### config.mk
export PLATFORM = sky130hd
export DESIGN_NAME = ntc_a2c_div
export DESIGN_NICKNAME = d
export VERILOG_FILES = /design/src/hdl/ntc_adc_to_celsius_macros.svh /design/src/hdl/ntc_a2c_pkg.sv /design/src/hdl/ntc_a2c_div.sv
export SDC_FILE = /design/constraint.sdc
export NUM_CORES = 2
export LEC_CHECK = 0
export ABC_CLOCK_PERIOD_IN_PS = 3000
export BUFFER_PORTS_ARGS = -buffer_cell sky130_fd_sc_hd__buf_2
export CAP_MARGIN = 20
export CORE_AREA = 2 2 486 488
export CTS_BUF_LIST = sky130_fd_sc_hd__clkbuf_4
export DETAILED_ROUTE_END_ITERATION = 6
export DIE_AREA = 0 0 488 490
export GPL_TIMING_DRIVEN = 0
export PLACE_DENSITY_LB_ADDON = 0.12
export RECOVER_POWER = 25
export SETUP_SLACK_MARGIN = 0.3
export SLEW_MARGIN = 20
export SYNTH_ARGS = -nofsm -noshare
export SYNTH_HDL_FRONTEND = slang
export SYNTH_SLANG_ARGS = --single-unit
### constraint.sdc
create_clock -name clk_i -period 3 [get_ports clk_i]
set_input_delay 0.3 -clock clk_i [delete_from_list [all_inputs] [get_ports clk_i]]
set_output_delay 0.3 -clock clk_i [all_outputs]
set_load 0.02 [all_outputs]
### src/hdl/ntc_adc_to_celsius_macros.svh
// ----------------------------------------------------------------------------
// NTC converter assertion macros
// Concurrent check wrappers that use the clk_i clock and the rst_ni reset.
// ----------------------------------------------------------------------------
`ifndef NTC_ADC_TO_CELSIUS_MACROS_SVH
`define NTC_ADC_TO_CELSIUS_MACROS_SVH

`ifndef SYNTHESIS
// The property must hold at every clock edge outside reset.
`define NTC_ASSERT(lbl, prop) \
  lbl: assert property (@(posedge clk_i) disable iff (!rst_ni) prop) \
    else $error("ntc converter check failed");
// The expression must never be true outside reset.
`define NTC_ASSERT_NEVER(lbl, expr) \
  lbl: assert property (@(posedge clk_i) disable iff (!rst_ni) !(expr)) \
    else $error("ntc converter forbidden condition seen");
`else
`define NTC_ASSERT(lbl, prop)
`define NTC_ASSERT_NEVER(lbl, expr)
`endif

`endif

### src/hdl/ntc_a2c_pkg.sv
// ----------------------------------------------------------------------------
// NTC converter package
// Fixed-point widths, constants, series coefficients and sideband types.
// ----------------------------------------------------------------------------
`default_nettype none

package ntc_a2c_pkg;

  // Fraction bits of the Q8.24 values.
  localparam int FRAC_W  = 24;
  localparam int AX_W    = 24;  // |x|, below one
  localparam int XX_W    = 24;  // x squared
  localparam int COEF_W  = 25;  // 1/(2k+1), up to one
  localparam int Y_W     = 26;  // Horner accumulator
  localparam int LN_W    = 28;  // |ln a|
  localparam int BETA_W  = 13;
  localparam int N1_W    = 37;  // rounded |ln a| / beta dividend and quotient
  localparam int N2_W    = 39;  // signed reciprocal temperature, Q0.32
  localparam int NUM_W   = 53;  // signed numerator of the Celsius quotient
  localparam int DEN_W   = 43;  // denominator of the Celsius quotient
  localparam int AN_W    = 52;  // numerator magnitude
  localparam int Q2_W    = 11;  // Celsius quotient bits
  localparam int TEMP_W  = 10;

  localparam logic [BETA_W-1:0] BETA_RESET = 13'd3435;
  localparam logic [TEMP_W-1:0] TEMP_MAX   = 10'd1023;

  // 1/298.15 in Q0.32, truncated.
  localparam logic [N2_W-1:0] INV_T25 = 39'd14405390;
  // 20 * 2^32, the scaled one of the Celsius numerator.
  localparam logic signed [NUM_W-1:0] NUM_BIAS = 53'sd85899345920;
  // 20 * 273.15 and the scale of the denominator.
  localparam logic signed [NUM_W-1:0] KELVIN_K = 53'sd5463;
  localparam logic signed [NUM_W-1:0] DEN_K    = 53'sd20;

  // Sideband that travels through the first divider.
  typedef struct packed {
    logic neg;   // x was negative
    logic zc;    // conversion code of zero
  } div1_side_t;

  // Sideband that travels through the second divider.
  typedef struct packed {
    logic zc;
    logic n2z;   // reciprocal temperature is zero
    logic n2n;   // reciprocal temperature is negative
    logic nneg;  // Celsius numerator is negative
    logic ovf;   // quotient does not fit in Q2_W bits
  } div2_side_t;

  // Series coefficient 1/(2k+1) in Q8.24, rounded to nearest.
  function automatic logic [COEF_W-1:0] series_coef(input logic [4:0] k);
    logic [COEF_W-1:0] c;
    unique case (k)
      5'd0:    c = 25'd16777216;
      5'd1:    c = 25'd5592405;
      5'd2:    c = 25'd3355443;
      5'd3:    c = 25'd2396745;
      5'd4:    c = 25'd1864135;
      5'd5:    c = 25'd1525201;
      5'd6:    c = 25'd1290555;
      5'd7:    c = 25'd1118481;
      5'd8:    c = 25'd986895;
      5'd9:    c = 25'd883011;
      5'd10:   c = 25'd798915;
      5'd11:   c = 25'd729444;
      5'd12:   c = 25'd671089;
      5'd13:   c = 25'd621378;
      5'd14:   c = 25'd578525;
      5'd15:   c = 25'd541201;
      5'd16:   c = 25'd508400;
      5'd17:   c = 25'd479349;
      5'd18:   c = 25'd453438;
      5'd19:   c = 25'd430185;
      5'd20:   c = 25'd409200;
      5'd21:   c = 25'd390168;
      5'd22:   c = 25'd372827;
      5'd23:   c = 25'd356962;
      5'd24:   c = 25'd342392;
      default: c = '0;
    endcase
    return c;
  endfunction

endpackage

`default_nettype wire

### src/hdl/ntc_a2c_div.sv
// ----------------------------------------------------------------------------
// NTC converter pipelined divider
// Restoring unsigned divider, one quotient bit per register stage. The
// dividend must be below divisor * 2^Q_W.
// ----------------------------------------------------------------------------
`default_nettype none

module ntc_a2c_div
  import ntc_a2c_pkg::*;
#(
  parameter int N_W    = 37,
  parameter int D_W    = 13,
  parameter int Q_W    = 37,
  parameter int SIDE_W = 2
) (
  input  logic              clk_i,
  input  logic              rst_ni,
  input  logic              in_valid_i,
  input  logic [N_W-1:0]    dividend_i,
  input  logic [D_W-1:0]    divisor_i,
  input  logic [SIDE_W-1:0] side_i,
  output logic              out_valid_o,
  output logic [Q_W-1:0]    quotient_o,
  output logic [SIDE_W-1:0] side_o
);

  localparam int W = (N_W > D_W + Q_W) ? N_W : D_W + Q_W;

  logic [W-1:0]      rem_src [Q_W];
  logic [D_W-1:0]    dvs_src [Q_W];
  logic [Q_W-1:0]    quo_src [Q_W];
  logic [SIDE_W-1:0] side_src[Q_W];
  logic              vld_src [Q_W];

  logic [W-1:0]      rem_d [Q_W];
  logic [Q_W-1:0]    quo_d [Q_W];
  logic [W-1:0]      rem_q [Q_W];
  logic [D_W-1:0]    dvs_q [Q_W];
  logic [Q_W-1:0]    quo_q [Q_W];
  logic [SIDE_W-1:0] side_q[Q_W];
  logic              vld_q [Q_W];

  // Each stage takes its operands from the stage before it.
  always_comb begin
    rem_src[0]  = W'(dividend_i);
    dvs_src[0]  = divisor_i;
    quo_src[0]  = '0;
    side_src[0] = side_i;
    vld_src[0]  = in_valid_i;
    for (int s = 1; s < Q_W; s++) begin
      rem_src[s]  = rem_q[s-1];
      dvs_src[s]  = dvs_q[s-1];
      quo_src[s]  = quo_q[s-1];
      side_src[s] = side_q[s-1];
      vld_src[s]  = vld_q[s-1];
    end
  end

  // One trial subtraction of the shifted divisor per stage.
  always_comb begin
    logic [W-1:0] sh;
    sh = '0;
    for (int s = 0; s < Q_W; s++) begin
      sh       = W'(dvs_src[s]) << (Q_W - 1 - s);
      rem_d[s] = rem_src[s];
      quo_d[s] = quo_src[s];
      if (rem_src[s] >= sh) begin
        rem_d[s] = rem_src[s] - sh;
        quo_d[s][Q_W-1-s] = 1'b1;
      end
    end
  end

  // Valid bits of the stages.
  always_ff @(posedge clk_i or negedge rst_ni) begin
    if (!rst_ni) begin
      for (int s = 0; s < Q_W; s++) vld_q[s] <= 1'b0;
    end else begin
      for (int s = 0; s < Q_W; s++) vld_q[s] <= vld_src[s];
    end
  end

  // Stage payload.
  always_ff @(posedge clk_i) begin
    for (int s = 0; s < Q_W; s++) begin
      rem_q[s]  <= rem_d[s];
      dvs_q[s]  <= dvs_src[s];
      quo_q[s]  <= quo_d[s];
      side_q[s] <= side_src[s];
    end
  end

  assign out_valid_o = vld_q[Q_W-1];
  assign quotient_o  = quo_q[Q_W-1];
  assign side_o      = side_q[Q_W-1];

endmodule

`default_nettype wire

==> summary.txt <==
Pwr
  • Max VDD drop: 485 µV
  • LEAKAGE: 56.8 nW
  • Pwr dens: 984 nW/µm²

Routing
  • Routed wl met2: 122,000 µm
  • Vias per cell: 5.03
  • DRT Pass-1 Iters: 6
  • ANT nets after route: 0
  • M1 WL: 119,000 µm
  • Residual DRC: 0
  • Vias: 75,106
  • Post-Route WL: 260,000 µm
  • WL per Instance: 17.4 µm
  • Top Layer Used: met5
  • Initial DRC Count: 3,865
  • Met3 wire len: 13,600 µm

Clock tree
  • Clk slew on worst S/H paths: 0.06 ns
  • Clock sinks: 3,082
  • CTS tree: yes
  • CTS buffer count: 772
  • H-tree depth: 6
  • Worst-Skew Late Latency: 1.45 ns
  • Cell at the root of the clock tree: clkbuf_4
  • Clock buffer depth: 4

Yosys
  • Dominant cell type by area after synthesis: dfxtp_1
  • EDFF count, synth: 0
  • Synth Area per Inst: 10.9 µm²
  • Warning count from the yosys run: 0
  • Syn Inst Count: 9,663
  • Adder-cell share of the synthesized area: 6.27%
  • Post-synth top area share: 58.1%
  • Seq/Total Area, Yosys: 59.0%
  • Async set-reset flop share out of synthesis: 1.20%
  • Ys flop type: dfxtp_1
  • Xor/xnor share of the synthesized area: 7.91%
  • Syn Std Cell Area: 105,000 µm²
  • Synth Area in Compound Gates: 8.62%
  • Main combinational cell family by area after synthesis: simple AND/OR/NAND/NOR gates
  • Post-synthesis mux area share: 1.16%
  • Syn_nets: 10,223
  • Simple-Gate Fraction of Synth Area: 14.3%
  • Synth cell types: 115
  • Synth area leaders: dfxtp_1 (58%), ha_1 (5.6%), xor2_1 (4.2%), xnor2_1 (3.7%), nor2_1 (2.3%)
  • #FFs+latches synth: 3,082

Timing
  • Post-route minimum period: 3.30 ns
  • Final Hold Vio Count: 0
  • Final Max Slew Viols: 0
  • Tcrit/Tclk final: 110%
  • Final Hold Slack: 0.294 ns
  • Final setup margin: -0.295 ns
  • Layout Skew: 0.105 ns
  • RSZ-0062 raised after global routing: yes
  • Max transition margin: 37.3%
  • Worst-Margin Slew: 0.933 ns
  • # setup viols final: 57
  • Max Freq: 303 MHz
  • Setup TNS: -7.33 ns

Placed design
  • PortBufs: 94
  • Final RePlAce weighted congestion: 0.923
  • Placed cells: 12,907
  • Post-DP HPWL: 177,000 µm

Global route
  • First-pass GRT wire length: 400,000 µm
  • All-Layer GR Usage: 20.7%
  • Largest net degree at the start of global routing: 38
  • Initial antenna violation count: 17
  • Aggregate global routing overflow: 0
  • Vias in the first global route: 76,017

Finish
  • Nets: 11,776
  • Commonest cells after routing, fill and taps aside: dfxtp_1 (2,898), clkbuf_4 (1,081), inv_1 (566)
  • Most common cell after layout, fill and taps aside: dfxtp_1
  • Synth-to-layout area growth: 28.5%
  • Fin util: 57.6%
  • Layout cells sized above 1: 28.2%
  • Non-Filler Instances: 14,928

Worst setup path
  • WP data required: 4.33 ns
  • Crit end category: flip-flop
  • Setup crit start kind: flip-flop
  • Kind of critical path: flip-flop to flip-flop
  • FF-to-FF Start: dvs_q[8][16]
  • Worst-path fanout max: 7
  • Crit path to: rem_q[8][142]
  • RR Endpoint: rem_q[8][142]
  • Worst Setup SP: dvs_q[8][16]
  • R2R setup slack: -0.30 ns
  • R2r worst-path depth: 12
  • Critical Path AT: 4.63 ns

Die
  • Die Area: 239,000 µm²
  • Die H: 490 µm
  • Ports: 95
  • Core Box Area: 234,000 µm²
  • Initial Utilization: 44.8%
  • Row count: 178
  • DIE WIDTH: 488 µm

Run
  • Max cap viols: 0

Outcome
  • Violations in the final reports: negative setup slack
  • Status: complete, but fails checks

Worst hold path
  • Worst hold-check path type: flip-flop to flip-flop
-- how the worst min path moves through the flow --
stage / start / end / slack, ns / cells past startpoint
6_report: side_q[1][9] / side_q[1][11] / 0.29 / 0
5_1_grt: dividend_i[36] / rem_q[0][36] / 0.20 / 5
4_1_cts: dividend_i[36] / rem_q[0][36] / 0.06 / 5
3_5_place_dp: quo_q[1][145] / quo_q[1][182] / 0.31 / 0
3_3_place_gp: quo_q[2][273] / quo_q[3][14] / 0.31 / 0
2_1_floorplan: rst_ni / out_valid_o / 0.004 / 0
-- sequential cells by signal, indices dropped and copies added, names as in the netlist --
register     flops
side_q          74
dvs_q          468
vld_q           36
quo_q          703
out_valid_o      1
rem_q         1800
-- layer usage --
layer  global-route usage [%]  vias to the layer above
met4                     6.66                        2
met5                        0                        -
met2                     33.6                     1783
li1                         -                    37064
met3                     4.55                      403
met1                     27.4                    35854
-- power by group --
group / total (W) / leakage (nW) / switching (W) / internal [W]
clock: 0.0332 / 5.55 / 0.0161 / 0.0172
combinational: 0.0408 / 25.3 / 0.0212 / 0.0196
sequential: 0.0586 / 25.9 / 0.00849 / 0.0501
total: 0.133 / 56.8 / 0.0457 / 0.0869
-- critical path, cell delays in order, from the launching register on --
cell and delay (ns):
dfxtp_2 0.34, inv_2 0.04, ha_4 0.25, or4bb_4 0.55
or4_4 0.46, o31ai_4 0.37, nor4_4 0.13, a211oi_2 0.24
buf_4 0.18, nand4_1 0.12, buf_6 0.22, nor4_4 0.14
xor2_1 0.18
-- synth_stat cells (21+ instances only) --
master and count:
a31oi_1 37, mux2_2 96, xor2_1 504, ha_1 470, nand4b_1 27, o21ai_0 397, buf_2 21, o31ai_1 56
o31a_1 28, o21a_1 90, dfrtp_1 37, and2_1 24, and3_1 29, a21o_1 119, nand4_1 111, a211oi_1 46
a21oi_1 428, or3_1 120, fa_1 35, o211ai_1 21, inv_1 615, nand2b_1 130, xnor2_1 444, or2_2 46
nor2_1 643, clkbuf_1 87, o21bai_1 26, nand3_1 149, or4_1 102, nor3_1 279, nor4b_1 40, nor2b_1 74
nand2_1 563, nor4_1 331, nand3b_1 38, dfxtp_1 3045
-- area by class of cell --
| cell class | count | area [µm²] |
|---|---|---|
| Timing Repair Buffer | 774 | 6860 |
| Clock buffer | 1068 | 8020 |
| Clock inverter | 251 | 1320 |
| Multi-Input combinational cell | 5835 | 48700 |
| Inverter | 622 | 2410 |
| Fill cell | 20001 | 99300 |
| Sequential cell | 3082 | 62100 |
| Tap cell | 3150 | 3940 |
| Antenna cell | 17 | 42.5 |
| Buffer | 129 | 1380 |
-- stage by stage --
stage	worst slack (ns)	power (W)	cell area [µm²]
3_3_place_gp	-1.37	0.0894	110000
4_1_cts	-0.188	0.129	128000
5_1_grt	-0.434	0.141	135000
2_1_floorplan	0.138	0.0807	105000
3_5_place_dp	-1.24	0.0899	110000
6_report	-0.295	0.133	135000
-- timing repair --
item,4_1_cts,5_1_grt
hold buffers,162,0
endpoints found under the setup margin,1128,1095
pin swaps,313,333
buffers inserted,273,218
endpoints found under the hold margin,104,0
gates resized for setup,1170,969
cloned,18,14
-- cell families after synthesis --
family / after synthesis
adder cells (fa/ha/maj): 505
XOR/XNOR: 948
AO/OA/AOI/OAI: 1440
flip-flops: 3082
buffers and inverters: 751
multiplexers: 109
AND/OR/NAND/NOR: 2828
Note: power is estimated with default switching activity, not from simulation.
